**config.mk**
```make
export PLATFORM = sky130hd
export DESIGN_NAME = ddo_mul
export DESIGN_NICKNAME = d
export VERILOG_FILES = /design/src/sv/differential_drive_odometry_core_macros.svh /design/src/sv/ddo_pkg.sv /design/src/sv/ddo_mul.sv
export SDC_FILE = /design/constraint.sdc
export NUM_CORES = 2
export LEC_CHECK = 0
export BUFFER_PORTS_ARGS = -buffer_cell sky130_fd_sc_hd__buf_2
export CORE_MARGIN = 2
export CORE_UTILIZATION = 65
export DETAILED_ROUTE_END_ITERATION = 7
export GPL_TIMING_DRIVEN = 0
export PLACE_DENSITY = 0.83
export SKIP_CTS_REPAIR_TIMING = 1
export SLEW_MARGIN = 5
export SYNTH_ARGS = -nofsm -noshare
export SYNTH_HDL_FRONTEND = slang
export SYNTH_SLANG_ARGS = --single-unit
```
**constraint.sdc**
```tcl
create_clock -name clk -period 12.5 [get_ports clk]
set_input_delay 0.625 -clock clk [delete_from_list [all_inputs] [get_ports clk]]
set_output_delay 0.625 -clock clk [all_outputs]
set_load 0.02 [all_outputs]
```
**src/sv/differential_drive_odometry_core_macros.svh**
```systemverilog
// Assertion helpers, clocked on clk and disabled in reset.
`ifndef DIFFERENTIAL_DRIVE_ODOMETRY_CORE_MACROS_SVH
`define DIFFERENTIAL_DRIVE_ODOMETRY_CORE_MACROS_SVH

// same-cycle implication
`define DDO_ASSERT_NOW(name, ante, cons, msg) \
	name: assert property (@(posedge clk) disable iff (!arst_n) (ante) |-> (cons)) \
		else $error(msg);

// next-cycle implication
`define DDO_ASSERT_NEXT(name, ante, cons, msg) \
	name: assert property (@(posedge clk) disable iff (!arst_n) (ante) |=> (cons)) \
		else $error(msg);

`endif

```
**src/sv/ddo_pkg.sv**
```systemverilog
package ddo_pkg;

	localparam int CORDIC_ITERATIONS = 16;
	localparam int CORDIC_STEPS = (CORDIC_ITERATIONS > 32) ? 32 : CORDIC_ITERATIONS;
	localparam int CW = 34;
	localparam int CFG_INDEX_W = 4;
	localparam int STEP_W = 4;

	localparam logic signed [CW-1:0] CORDIC_GAIN_Q30 = 34'sd652032874;
	localparam logic [31:0] DPT_RESET = 32'd370598;
	localparam logic [31:0] HPD_RESET = 32'd20894414;

	localparam logic [CFG_INDEX_W-1:0] REG_DISTANCE_PER_TICK = 4'd0;
	localparam logic [CFG_INDEX_W-1:0] REG_HEADING_PER_TICK_DIFF = 4'd1;

	typedef enum logic [1:0] {
		ST_IDLE,
		ST_CORDIC,
		ST_MUL,
		ST_DONE
	} ddo_state_t;

	// multiply sequence steps
	typedef enum logic [STEP_W-1:0] {
		STEP_M_LO    = 4'd0,
		STEP_TURN    = 4'd1,
		STEP_XC_HI   = 4'd2,
		STEP_XC_LO   = 4'd3,
		STEP_X_LO    = 4'd4,
		STEP_X_SUM   = 4'd5,
		STEP_X_ADD   = 4'd6,
		STEP_Y_LO    = 4'd7,
		STEP_Y_SUM   = 4'd8,
		STEP_Y_ADD   = 4'd9
	} ddo_step_t;

	typedef struct packed {
		logic done;
		logic flip;
		logic signed [CW-1:0] x;
		logic signed [CW-1:0] y;
	} cordic_res_t;

	function automatic logic [31:0] atan_turn(input logic [4:0] idx);
		logic [31:0] v;
		case (idx)
			5'd0: v = 32'h20000000;
			5'd1: v = 32'h12E4051D;
			5'd2: v = 32'h09FB385B;
			5'd3: v = 32'h051111D4;
			5'd4: v = 32'h028B0D43;
			5'd5: v = 32'h0145D7E1;
			5'd6: v = 32'h00A2F61E;
			5'd7: v = 32'h00517C55;
			5'd8: v = 32'h0028BE53;
			5'd9: v = 32'h00145F2F;
			5'd10: v = 32'h000A2F98;
			5'd11: v = 32'h000517CC;
			5'd12: v = 32'h00028BE6;
			5'd13: v = 32'h000145F3;
			5'd14: v = 32'h0000A2F9;
			5'd15: v = 32'h0000517C;
			5'd16: v = 32'h000028BE;
			5'd17: v = 32'h0000145F;
			5'd18: v = 32'h00000A2F;
			5'd19: v = 32'h00000517;
			5'd20: v = 32'h0000028B;
			5'd21: v = 32'h00000145;
			5'd22: v = 32'h000000A2;
			5'd23: v = 32'h00000051;
			5'd24: v = 32'h00000028;
			5'd25: v = 32'h00000014;
			5'd26: v = 32'h0000000A;
			5'd27: v = 32'h00000005;
			5'd28: v = 32'h00000002;
			5'd29: v = 32'h00000001;
			default: v = 32'h00000000;
		endcase
		return v;
	endfunction

endpackage

```
**src/sv/ddo_mul.sv**
```systemverilog
module ddo_mul import ddo_pkg::*; (
	input  logic        clk,
	input  logic [31:0] a,
	input  logic [31:0] b,
	output logic [63:0] prod_q
);

	always_ff @(posedge clk) begin
		prod_q <= a * b;
	end

endmodule

```
---- Word level (Yosys, flattened, before mapping) ----
Index checks and enable logic that the tools add are counted.
operators by class
  multipliers ............................. 1
operator list
  operator                      number
  multiplier 32 x 32 -> 64 bit  1
storage, ports and cells
  register bits ........................... 64
  bits of input ports ..................... 65
  word-level logic and storage cells ...... 2

---- Depth between registers and ports, before layout ----
  word-level depth ........................ 1
  mapped depth ............................ 29
  depth with buffers taken out ............ 27

---- Worst setup path after synthesis ----
No wires, ideal clock.
  path type ............................... input-to-reg
  from .................................... in a[25]
  to ...................................... reg prod_q[62]
  library setup time ...................... 0.072 ns
  arrival time ............................ 7.306 ns
  data required time ...................... 12.428 ns
  setup slack ............................. 5.122 ns
  stages .................................. 25
  path buffers ............................ 2
  cells stage by stage .................... clkbuf_1 -> nand2_1 -> fa_1 -> inv_1 -> fa_1 -> inv_1 -> fa_1 -> inv_1 -> fa_1 -> fa_1 -> fa_1 -> fa_1 -> inv_1 -> fa_1 -> inv_1 -> ha_1 -> buf_2 -> nand4_1 -> or4_1 -> or3_1 -> a31oi_1 -> a31o_2 -> a211oi_1 -> o21ai_1 -> xor2_1
on the way
  longest elaborated chain between the ends .. 1
ends and longest elaborated chain
  element                       line          source
  from (decl)                   ddo_mul.sv:3  input logic [31:0] a,
  multiplier 32 x 32 -> 64 bit  ddo_mul.sv:9  prod_q <= a * b;
  to (signal assigned)          ddo_mul.sv:9
  to (decl)                     ddo_mul.sv:5  output logic [63:0] prod_q
No other way between the ends.

---- Final worst setup path ----
  from .................................... in b[8]
  to ...................................... reg prod_q[62]
on the way
  longest elaborated chain between the ends .. 1
ends and longest elaborated chain
  element                       line          source
  from (decl)                   ddo_mul.sv:4  input logic [31:0] b,
  multiplier 32 x 32 -> 64 bit  ddo_mul.sv:9
No other way between the ends.

==> Flow_metrics.wiki <==
{| class="wikitable"
! Metric !! Value
|-
| Outcome || finished, final reports clean
|-
| Clock tree from TritonCTS || built
|-
| Max Slew Vio Count || 0
|-
| Detailed placer's ending HPWL || ~100 mm
|-
| Post-route DRC || 0
|-
| Dominant combinational cell family by area after synthesis || adder cells
|-
| Type of the worst setup path || in -> reg
|-
| #FFs+latches synth || 64
|-
| Post-synthesis share of cell area spent on and, or, nand and nor gates || roughly 18%
|-
| Initial antenna violation count || 15
|-
| Overall Global Routing Usage || approximately 47%
|-
| Pin count of the biggest net entering global routing || 13
|-
| Effective utilization at floorplan || approximately 66%
|-
| Unrepaired setup endpoints after global routing || false
|-
| Clock root buffer || sky130_fd_sc_hd__clkbuf_16
|-
| Worst EP required || approximately 13,000 ps
|-
| Number of warning messages in the yosys log || 0
|-
| Path type of the worst min-delay path || in -> reg
|-
| Area share of the leading cell type in the synthesized netlist || 51.7%
|-
| Endpoints failing hold || 0
|-
| GRT overflow || 0
|-
| Cell count after placement || about 4,600
|-
| Number of buffers created by CTS || 9
|-
| Worst path cell trace || buf_2 -> clkbuf_1 -> and2_1 -> fa_1 -> fa_1 -> inv_1 -> fa_1 -> fa_1 -> inv_1 -> fa_1 -> fa_1 -> fa_1 -> fa_1 -> ha_1 -> buf_2 -> nand4_1 -> or4_1 -> or3_1 -> a31oi_1 -> a31o_2 -> a211oi_1 -> o21ai_1 -> xor2_1
|-
| Layout cells sized above 1 || 4.29%
|-
| Total of fill cells in the finished design || about 4,300
|-
| Final critical-path required period || ~9100 ps
|-
| Share of the yosys chip area belonging to registers || 3.69%
|-
| Port-buffer cells || approximately 130
|-
| Setup crit start kind || input port
|-
| Number of maximum-capacitance violations || 0
|-
| Synth Area in XOR/XNOR || 1.52%
|-
| Cell area after synthesis || approximately 0.035 mm^2
|-
| Number of vias per cell after detailed routing || between 6 and 7
|-
| Share of synthesized flip-flops with an asynchronous set or reset || 0%
|-
| Adder-cell share of the synthesized area || about 61%
|-
| Number of clock sinks seen by CTS || between 60 and 70
|-
| Max H-tree Level || 3
|-
| Number of global-route vias before repair || roughly 29,000
|-
| Synth Area in Compound Gates || just over 4%
|-
| Delay contributed by the slowest stage of the critical path || between 800 and 900 ps
|-
| 1st-iter DRT viols || just under 3,000
|-
| Multi-input logic area || ~0.029 mm^2
|-
| Count of TritonRoute iterations in the first routing pass || 6
|-
| Cell with the largest stage delay on the worst path || sky130_fd_sc_hd__clkbuf_1
|-
| Count of mapped cells out of synthesis || 3,748
|-
| Row count || between 80 and 90
|-
| Cell type with the largest total area after synthesis || sky130_fd_sc_hd__fa_1
|-
| Final cycle utilization of the critical path || approximately 73%
|-
| Number of top-level pins || approximately 130
|-
| Global placement routability congestion || between 1 and 1.5
|-
| Routed WL || 126 mm
|-
| Number of enable-type register cells in the synthesized netlist || 0
|-
| Average wire length per cell after detail routing || 27.4 um
|-
| Crit path max fanout || 10
|-
| Largest registers in the final layout || prod_q (64)
|-
| Chip Height || 235 um
|-
| Mean Syn Cell Area || around 9.3 um^2
|-
| Most common cell in the synthesized netlist || sky130_fd_sc_hd__fa_1
|-
| Flip-flop count of the largest register, all copies and words added || 64
|-
| Net count of the finished layout || just over 5,000
|-
| Relative slew slack || approximately 12%
|-
| Die W || between 200 and 250 um
|-
| Most common flop cell mapped by yosys || sky130_fd_sc_hd__dfxtp_1
|-
| Post-route ant nets || 0
|-
| Transition at the pin with the smallest max-transition slack || about 1300 ps
|-
| Top reg by flops || prod_q
|-
| Synth top area cells || sky130_fd_sc_hd__fa_1 (52%), sky130_fd_sc_hd__and2_1 (11%), sky130_fd_sc_hd__ha_1 (9.5%)
|-
| Growth of design area from synthesis to finish || 5.22%
|-
| Maximum clock rate || 110 MHz
|-
| Arr. time, crit path || just over 9000 ps
|-
| Number of distinct library cell variants in the gate-level netlist after synthesis || between 50 and 60
|-
| Portion of netlist area occupied by mux cells || 0.0289%
|-
| Syn Nets || about 5,000
|-
| Clock tree buffer depth || 2
|-
| Final setup violating endpoints || 0
|-
| Final Non-Filler Cells || 4,585
|-
| Area taken by flip-flops and latches || 0.00128 mm^2
|-
| Crit. End Element || flip-flop
|-
| Reg clk slew, reported paths || 60 ps
|-
| Die area || 0.0552 mm^2
|-
| Placeable core area || approximately 0.053 mm^2
|-
| Sum of negative setup slack || 0 ps
|-
| Most used cell along the critical path || sky130_fd_sc_hd__fa_1
|-
| First-pass GRT wire length || about 180 mm
|-
| Most common library cells after synthesis || sky130_fd_sc_hd__fa_1 (896), sky130_fd_sc_hd__inv_1 (865), sky130_fd_sc_hd__and2_1 (602), sky130_fd_sc_hd__nand2_1 (480), sky130_fd_sc_hd__ha_1 (263)
|-
| Number of vias in the routed layout || 27,700
|}
-- worst max-delay path: cells and delay by family --
family,cells,cell delay (ps)
adder cells (fa/ha/maj),9,4580
buffers and inverters,5,1410
AND/OR/NAND/NOR,4,1330
AO/OA/AOI/OAI,4,1180
XOR/XNOR,1,200
-- cell usage in the layout, fill, tap and decap left out, types with 10 or more instances in the layout --
master / instances
sky130_fd_sc_hd__inv_1: 865
sky130_fd_sc_hd__nand2_1: 480
sky130_fd_sc_hd__and2_1: 602
sky130_fd_sc_hd__o21bai_1: 10
sky130_fd_sc_hd__and3_1: 14
sky130_fd_sc_hd__xor2_1: 25
sky130_fd_sc_hd__fa_1: 896
sky130_fd_sc_hd__o21ai_0: 21
sky130_fd_sc_hd__nand4_1: 23
sky130_fd_sc_hd__nand3_1: 10
sky130_fd_sc_hd__ha_1: 263
sky130_fd_sc_hd__a31oi_1: 12
sky130_fd_sc_hd__clkbuf_1: 213
sky130_fd_sc_hd__xnor2_1: 35
sky130_fd_sc_hd__dfxtp_1: 64
sky130_fd_sc_hd__nor2_1: 20
sky130_fd_sc_hd__a21oi_1: 63
sky130_fd_sc_hd__buf_2: 134
sky130_fd_sc_hd__a21o_1: 40
-- area by class of cell --
type                    count  share of cell area [%]
diodes                      5                  0.0343
plain buffers             220                    2.28
clock buffers               9                   0.617
clock inverters             7                   0.199
inverters                 865                    8.90
multi-input cells        2599                    80.3
flip-flops and latches     64                    3.51
well taps                 688                    2.36
repair buffers            128                    1.76
-- path summary, 6_finish.rpt --
kind,slack (ps),start,endpoint,depth (start not counted)
min,580,b[0],prod_q[0]$_DFF_P_,2
max,3420,b[8],prod_q[62]$_DFF_P_,23
-- layer usage --
metal	wire [um]	up-vias	GRT usage, %
met4	14600	0	40.8
met3	15100	656	11.1
met5	0	-	0
met2	55400	1999	71.0
met1	40500	13900	56.3
li1	-	11100	-
-- logic make-up after synthesis --
| kind of cell | count (synthesis) |
|---|---|
| compound gates | 202 |
| xor+xnor | 60 |
| mux | 1 |
| fa+ha+maj | 1159 |
| simple gates | 1177 |
| buf+inv | 1085 |
| flops | 64 |
-- metrics by stage --
| stage | area [um^2] | util, % | worst slack [ps] | hold slack [ps] |
|---|---|---|---|---|
| finish | 36500 | 69.3 | 3420 | 582 |
| global route | 36500 | 69.3 | 3440 | 589 |
| CTS | 36500 | 69.3 | 3700 | 577 |
| detailed placement | 36200 | 68.7 | 3380 | 938 |
| global placement | 36200 | 68.7 | 3460 | 934 |
| floorplan | 34700 | - | 5120 | 752 |
Power is left out: the tool's default activity adds up to more than one toggle a clock period on the data nets, which glitch-free logic cannot reach.
