`src/sv/differential_drive_odometry_core_macros.svh`:
```
// Assertion helpers, clocked on clk and disabled in reset.
`ifndef DIFFERENTIAL_DRIVE_ODOMETRY_CORE_MACROS_SVH
`define DIFFERENTIAL_DRIVE_ODOMETRY_CORE_MACROS_SVH

// same-cycle implication
`define DDO_ASSERT_NOW(name, ante, cons, msg) \
	name: assert property (@(posedge clk) disable iff (!arst_n) (ante) |-> (cons)) \
		else $error(msg);

// next-cycle implication
`define DDO_ASSERT_NEXT(name, ante, cons, msg) \
	name: assert property (@(posedge clk) disable iff (!arst_n) (ante) |=> (cons)) \
		else $error(msg);

`endif

```
`src/sv/ddo_pkg.sv`:
```
package ddo_pkg;

	localparam int CORDIC_ITERATIONS = 16;
	localparam int CORDIC_STEPS = (CORDIC_ITERATIONS > 32) ? 32 : CORDIC_ITERATIONS;
	localparam int CW = 34;
	localparam int CFG_INDEX_W = 4;
	localparam int STEP_W = 4;

	localparam logic signed [CW-1:0] CORDIC_GAIN_Q30 = 34'sd652032874;
	localparam logic [31:0] DPT_RESET = 32'd370598;
	localparam logic [31:0] HPD_RESET = 32'd20894414;

	localparam logic [CFG_INDEX_W-1:0] REG_DISTANCE_PER_TICK = 4'd0;
	localparam logic [CFG_INDEX_W-1:0] REG_HEADING_PER_TICK_DIFF = 4'd1;

	typedef enum logic [1:0] {
		ST_IDLE,
		ST_CORDIC,
		ST_MUL,
		ST_DONE
	} ddo_state_t;

	// multiply sequence steps
	typedef enum logic [STEP_W-1:0] {
		STEP_M_LO    = 4'd0,
		STEP_TURN    = 4'd1,
		STEP_XC_HI   = 4'd2,
		STEP_XC_LO   = 4'd3,
		STEP_X_LO    = 4'd4,
		STEP_X_SUM   = 4'd5,
		STEP_X_ADD   = 4'd6,
		STEP_Y_LO    = 4'd7,
		STEP_Y_SUM   = 4'd8,
		STEP_Y_ADD   = 4'd9
	} ddo_step_t;

	typedef struct packed {
		logic done;
		logic flip;
		logic signed [CW-1:0] x;
		logic signed [CW-1:0] y;
	} cordic_res_t;

	function automatic logic [31:0] atan_turn(input logic [4:0] idx);
		logic [31:0] v;
		case (idx)
			5'd0: v = 32'h20000000;
			5'd1: v = 32'h12E4051D;
			5'd2: v = 32'h09FB385B;
			5'd3: v = 32'h051111D4;
			5'd4: v = 32'h028B0D43;
			5'd5: v = 32'h0145D7E1;
			5'd6: v = 32'h00A2F61E;
			5'd7: v = 32'h00517C55;
			5'd8: v = 32'h0028BE53;
			5'd9: v = 32'h00145F2F;
			5'd10: v = 32'h000A2F98;
			5'd11: v = 32'h000517CC;
			5'd12: v = 32'h00028BE6;
			5'd13: v = 32'h000145F3;
			5'd14: v = 32'h0000A2F9;
			5'd15: v = 32'h0000517C;
			5'd16: v = 32'h000028BE;
			5'd17: v = 32'h0000145F;
			5'd18: v = 32'h00000A2F;
			5'd19: v = 32'h00000517;
			5'd20: v = 32'h0000028B;
			5'd21: v = 32'h00000145;
			5'd22: v = 32'h000000A2;
			5'd23: v = 32'h00000051;
			5'd24: v = 32'h00000028;
			5'd25: v = 32'h00000014;
			5'd26: v = 32'h0000000A;
			5'd27: v = 32'h00000005;
			5'd28: v = 32'h00000002;
			5'd29: v = 32'h00000001;
			default: v = 32'h00000000;
		endcase
		return v;
	endfunction

endpackage

```
`src/sv/ddo_cordic.sv`:
```
module ddo_cordic import ddo_pkg::*; (
	input  logic        clk,
	input  logic        arst_n,
	input  logic        start,
	input  logic [31:0] angle,
	output cordic_res_t res
);

	logic busy_q;
	logic done_q;
	logic [4:0] i_q;
	logic flip_q;
	logic signed [CW-1:0] x_q;
	logic signed [CW-1:0] y_q;
	logic signed [CW-1:0] z_q;
	logic signed [CW-1:0] xs;
	logic signed [CW-1:0] ys;
	logic signed [CW-1:0] at;
	logic last;
	logic fold;
	logic [31:0] folded;

	assign fold = angle[31] ^ angle[30];
	assign folded = fold ? (angle + 32'h80000000) : angle;
	assign xs = x_q >>> i_q;
	assign ys = y_q >>> i_q;
	assign at = $signed({2'b00, atan_turn(i_q)});
	assign last = (i_q == 5'(CORDIC_STEPS - 1));

	always_ff @(posedge clk or negedge arst_n) begin
		if (!arst_n) begin
			busy_q <= 1'b0;
			done_q <= 1'b0;
			i_q <= '0;
		end else begin
			done_q <= busy_q && last;
			if (start) begin
				busy_q <= 1'b1;
				i_q <= '0;
			end else if (busy_q) begin
				if (last)
					busy_q <= 1'b0;
				i_q <= i_q + 5'd1;
			end
		end
	end

	always_ff @(posedge clk) begin
		if (start) begin
			x_q <= CORDIC_GAIN_Q30;
			y_q <= '0;
			z_q <= $signed({{(CW-32){folded[31]}}, folded});
			flip_q <= fold;
		end else if (busy_q) begin
			if (!z_q[CW-1]) begin
				x_q <= x_q - ys;
				y_q <= y_q + xs;
				z_q <= z_q - at;
			end else begin
				x_q <= x_q + ys;
				y_q <= y_q - xs;
				z_q <= z_q + at;
			end
		end
	end

	assign res.done = done_q;
	assign res.flip = flip_q;
	assign res.x = x_q;
	assign res.y = y_q;

endmodule

```
`config.mk`:
```
export PLATFORM = sky130hd
export DESIGN_NAME = ddo_cordic
export DESIGN_NICKNAME = d
export VERILOG_FILES = /design/src/sv/differential_drive_odometry_core_macros.svh /design/src/sv/ddo_pkg.sv /design/src/sv/ddo_cordic.sv
export SDC_FILE = /design/constraint.sdc
export NUM_CORES = 1
export LEC_CHECK = 0
export ABC_CLOCK_PERIOD_IN_PS = 9000
export CAP_MARGIN = 0
export CELL_PAD_IN_SITES_DETAIL_PLACEMENT = 0
export CELL_PAD_IN_SITES_GLOBAL_PLACEMENT = 1
export CORE_ASPECT_RATIO = 0.75
export CORE_MARGIN = 2
export CORE_UTILIZATION = 30
export DETAILED_ROUTE_END_ITERATION = 10
export DONT_BUFFER_PORTS = 1
export GPL_TIMING_DRIVEN = 1
export PLACE_DENSITY = 0.66
export SLEW_MARGIN = 40
export SYNTH_ARGS = -nofsm -noshare
export SYNTH_HDL_FRONTEND = slang
export SYNTH_SLANG_ARGS = --single-unit
```
`constraint.sdc`:
```
create_clock -name clk -period 9 [get_ports clk]
set_input_delay 1.35 -clock clk [delete_from_list [all_inputs] [get_ports clk]]
set_output_delay 1.35 -clock clk [all_outputs]
set_load 0.005 [all_outputs]
```
---- Word-level counts from Yosys, hierarchy flattened ----
Memory sizes are Yosys's and may differ from the RTL's.
Index checks and enable logic that the tools add are counted.
storage, ports and cells
  flip-flop bits (word level) ............. 110
  bits in read-only memories .............. 960
  input bits .............................. 35
  output and inout port bits .............. 70
  word-level logic and storage cells ...... 33
  memories kept ........................... 1
memories
  name              depth  bits a word  rd ports  clocked after Yosys merged registers in  write ports  RTL line       source
  (name not given)  32     30           1         0                                        0            ddo_pkg.sv:46  case (idx)
cells by class
  $add $sub $neg .......................... 8
  eq/ne operators ......................... 1
  shift-type cells ........................ 2
  muxes and demuxes ....................... 11
  bitwise logic cells ..................... 1
  reductions and logical operators ........ 2
operator list
  operator                count
  $mux 34                 5
  $add 34x34->34          2
  $sshr 34x5->34          2
  $sub 34x34->34          2
  $add 34x33->34          1
  $sub 34x33->34          1
  $add 32x32->32 const B  1
  $mux 32                 1
  $mux 5                  2
  $add 5x1->5 const B     1
  $eq 5x4->1 const B      1
  $mux 1                  3
  $reduce_bool 2->1       1
  $logic_and 1x1->1       1
  $xor 1x1->1             1

---- Depth between registers and ports, before layout ----
An unclocked memory read counts as a cell.
  depth after elaboration ................. 5
  mapped depth ............................ 29
  mapped depth without buffers ............ 22

---- Worst setup path before layout ----
Ideal clock, no wire load.
  path kind ............................... reg2reg
  start point ............................. register i_q[0]
  end point ............................... register z_q[33] (data pin)
  setup time .............................. 0.265 ns
  arrival ................................. 6.283 ns
  data required time ...................... 8.735 ns
  path slack .............................. 2.452 ns
  stages on the path, launching flop included .. 29
  path buffers ............................ 7
  clock period less this slack ............ 6.548 ns
  cells stage by stage .................... dfrtp_1 -> buf_6 -> inv_1 -> buf_2 -> buf_1 -> clkbuf_1 -> ha_1 -> clkbuf_1 -> nand2_1 -> a311oi_1 -> o21ai_0 -> or2_2 -> nor3_1 -> and2_1 -> clkbuf_1 -> nor2_1 -> xnor2_1 -> ha_1 -> clkbuf_1 -> nand2_1 -> nor2_1 -> nand3_1 -> nor4_1 -> o31ai_1 -> a21oi_1 -> o211ai_1 -> a31oi_1 -> nor4bb_1 -> a211oi_1
between the ends
  longest elaborated chain between the ends .. 5
  elaborated cells between the ends (all ways) .. 6
  those cells by class .................... add/sub: 2; mux: 3; memory: 1
ends and longest elaborated chain
  what                                              RTL line                            source
  start, declared                                   ddo_cordic.sv:11                    logic [4:0] i_q;
  start signal, assigned                            ddo_cordic.sv:43                    i_q <= i_q + 5'd1;
  $mem_v2 32x30 (*)                                 -
  $sub 34x33->34 or $add 34x33->34 (tied branches)  ddo_cordic.sv:58, ddo_cordic.sv:62
  $mux 34 (*)                                       ddo_cordic.sv:55                    if (!z_q[CW-1]) begin
  $mux 34 (*)                                       ddo_cordic.sv:54                    end else if (busy_q) begin
  $mux 34 (*)                                       ddo_cordic.sv:49                    if (start) begin
  end signal, assigned                              ddo_cordic.sv:52                    z_q <= $signed({{(CW-32){folded[31]}}, folded});
  end signal, assigned                              ddo_cordic.sv:58                    z_q <= z_q - at;
  end signal, assigned                              ddo_cordic.sv:62                    z_q <= z_q + at;
  end, declared                                     ddo_cordic.sv:15                    logic signed [CW-1:0] z_q;
Every way passes the cells marked *; elsewhere a longest branch is shown, timed or not. The select of a mux whose other input is x is not followed.
A chain may end at the register's enable or synchronous reset.

---- Worst setup path in the final report ----
  start point ............................. register i_q[1]
  end point ............................... register z_q[33] (data pin)
The elaborated chain is that of the path after synthesis.

==> impl_results.md <==
* Final hold viol count at 0
* Synth Area in Compound Gates at between 20% and 30%
* Row count at 74
* Synth area leader: mux4_2
* Most frequent cells after synthesis: 204 x nand2_1, 191 x nor2_1, 164 x a21oi_1
* Startpoint Class: flop
* Maxcap violations at 0
* Top cell type's share of synthesized area at approximately 9.0%
* Area of the multi-input gates at about 13000 µm²
* Fmax achieved at approximately 0.13 GHz
* Status: finished clean
* Max FO, Critical Path at 44
* Slowest stage cell on the critical path: dfrtp_4
* Ys async rst share at 6.36%
* CP endpoint kind: flop
* Worst-margin pin slew at around 0.98 ns
* Starting density of the core at a little under a third
* Critical Path RT at slightly above 9 ns
* Worst Reg-to-Reg Cells at 23
* Die width at approximately 280 µm
* Unrepaired setup endpoints after global routing: no
* Largest net degree at the start of global routing at 137
* Area grow syn2layout at 5.14%
* Pins Over Slew Limit at 0
* DPL Wire Length at just under 50 mm
* Top-Level Pins at ~110
* Setup TNS at 0 ns
* Max clock buf depth at 2
* Detailed Route WL at 65.3 mm
* Leak Pwr at between 7 and 8 nW
* Final nets at roughly 2100
* Clock latency on the worst-skew pair at approximately 0.42 ns
* Layout cells sized above 1 at between 10% and 20%
* Vias at between 15000 and 20000
* Final setup fails at 0
* Initial DRC Count at roughly 2000
* WS Path Type: flop to flop
* Antenna Violating Nets Remaining at 0
* CP Depth at 23
* Syn Nets at about 2200
* Pwr dens at slightly below 500 nW/µm²
* Min cycle time layout at 7.57 ns
* Synthesized cell area at 16700 µm²
* Most numerous cell in the Yosys netlist: nand2_1
* Grt total ovfl at 0
* Post-Synth Simple-Gate Area at between 10% and 20%
* Vias in the first global route at 15442
* Clock skew after layout at approximately 0.022 ns
* Post-Layout Cell Count at 2713
* CTS tree: built
* Worst path bufs/invs at 2
* EDFF count, synth at 35
* H-tree levels at 3
* Die Footprint at ~58000 µm²
* Mux cell area share after synthesis at 18.3%
* Adder-Cell Fraction of Synth Area at a little under 9%
* Library cells used by synthesis at 95
* Initial antenna violation count at 7
* Post-CTS setup repair buffer count at 0
* Worst vdd ir at 0.235 mV
* First-pass GRT wire length at slightly below 100 mm
* Data arrival time of the critical path at 7.73 ns
* Drt drc at 0
* Placer Congestion at ~1
* Tot GR Track Use at between 20% and 30%
* Count of input and output buffers at 0
* Hold-critical path depth at 2
* Max stage delay on crit path at between 0.6 and 0.7 ns
* Root buffer cell: clkbuf_16
* HP Class: flop to flop
* Synth Warn # at 0
* Number of fill cells in the layout at slightly below 6000
* Synth Area in XOR/XNOR at around 8.5%
* Total CTS buffers at 9
* Post-Synthesis Cells at 2080
* Largest family of logic cells by synthesized area: compound AO/OA/AOI/OAI gates
* Synth Flop Type: dfxtp_1
* CTS resizes at 0
* Syn Area/Cell at 8.03 µm²
* Register area share after synthesis at 15.5%
* DR pass1 iterations at 7
* Relative max-transition margin at between 30% and 40%
* Core Footprint at about 55000 µm²
* Critical path's top delay family: simple AND/OR/NAND/NOR gates
* Top post-synthesis cells by area: mux4_2 9.0%, ha_1 8.4%, dfxtp_1 8.1%
* Routed len/inst at about 24 µm
* Dpl cells at 2695
* Yosys reg bits at between 100 and 150
* Hold-fix buffers, CTS at 0
* Final period utilization at about 84%
* Sink Count at 110
* Die Y at roughly 210 µm
* Crit path cell chain: buf_12 > inv_2 > ha_1 > nor2b_1 > nor3b_1 > a311oi_1 > o21ai_0 > or2_2 > nor3_1 > and2_1 > nor2_1 > xor2_1 > ha_1 > nand4_1 > nor2_1 > nand3_1 > nor4_1 > o31ai_1 > a21oi_1 > o211ai_1 > a31oi_1 > nor4bb_1 > a211oi_1
* Register Area at between 2000 and 3000 µm²
* Detail-routed via count per cell at between 6 and 7
* Worst-path clk slew at around 0.10 ns
[layer usage]
layer | GRT usage (%) | up-vias | wire, µm
li1 | - | 7633 | -
met1 | 33.2 | 8043 | 31000
met2 | 31.2 | 768 | 25900
met3 | 5.55 | 102 | 6940
met4 | 5.69 | 0 | 1440
met5 | 0 | - | 0
[flip-flops by register name (all words and copies together), names as in the netlist]
| register | count |
|---|---|
| x_q | 34 |
| y_q | 34 |
| z_q | 34 |
| i_q | 5 |
| busy_q | 1 |
| done_q | 1 |
| flip_q | 1 |
[path summary, 6_finish.rpt]
kind / slack [ns] / startpoint / end
setup / recovery: 1.43 / i_q[1] / z_q[33]
hold / removal: 0.59 / y_q[0] / y_q[0]
setup reg to reg: 1.43 / i_q[1] / z_q[33]
hold reg to reg: 0.59 / y_q[0] / y_q[0]
max in group asynchronous: 8.30 / arst_n / i_q[3]
min in group asynchronous: 0.61 / arst_n / i_q[0]
[where the power goes]
part           switching, W  leakage (nW)  internal, W  total (W)
logic               0.00380          5.88      0.00301    0.00681
clock network      0.000228         0.145     0.000220   0.000448
registers          0.000556          1.03     0.000794    0.00135
total               0.00458          7.05      0.00403    0.00861
[cell families (layout without fill, tap and decap cells)]
family / after synthesis / count (layout)
and+or+nand+nor: 653 / 653
AOI/OAI and AO/OA: 644 / 644
muxes: 210 / 210
other: 0 / 1
xor gates and xnor gates: 162 / 162
adders and majority gates: 115 / 115
buffers and inverters: 186 / 96
DFF: 110 / 110
[area by class of cell]
type | count | area share (%)
Tap cell | 722 | 5.14
Clock inverter | 5 | 0.370
Sequential cell | 110 | 14.8
Inverter | 48 | 1.03
Antenna cell | 1 | 0.0142
Timing Repair Buffer | 32 | 1.62
Clock buffer | 11 | 1.32
Multi-Input combinational cell | 1784 | 75.7
[cell usage in the layout, fill, tap and decap left out, types with 13 or more instances in the layout]
cell	instances
nand2_1	204
nor2_1	190
a21oi_1	164
o21ai_0	126
ha_1	112
xnor2_1	103
mux2i_1	89
dfxtp_1	68
mux4_2	67
xor2_1	59
a21o_1	54
a31oi_1	47
nand3_1	46
inv_1	43
nor3_1	42
mux2_2	37
edfxtp_1	35
nand2b_1	33
a211oi_1	29
buf_4	27
nor2b_1	25
and3_1	23
o22ai_1	21
o211ai_1	19
or2_2	17
o31ai_1	17
o21a_1	15
o21bai_1	15
a22oi_1	14
o221ai_1	13
[metrics by stage]
stage / cell area [µm²] / util [%] / hold WS, ns / total power, W / setup slack (ns)
floorplan: 16700 / - / 0.508 / 0.00646 / 2.45
global placement: 17200 / 31.4 / 0.590 / 0.00800 / 1.75
detailed placement: 17200 / 31.5 / 0.607 / 0.00805 / 1.65
CTS: 17500 / 32.0 / 0.574 / 0.00857 / 1.60
global route: 17600 / 32.1 / 0.582 / 0.00947 / 0.916
finish: 17600 / 32.1 / 0.592 / 0.00861 / 1.43
[tightest hold or removal path, stage by stage, from the launching register on]
cell      delay, ns
dfxtp_1        0.38
nor2_1         0.12
a211oi_1       0.05
(Power assumes the default switching activity.)
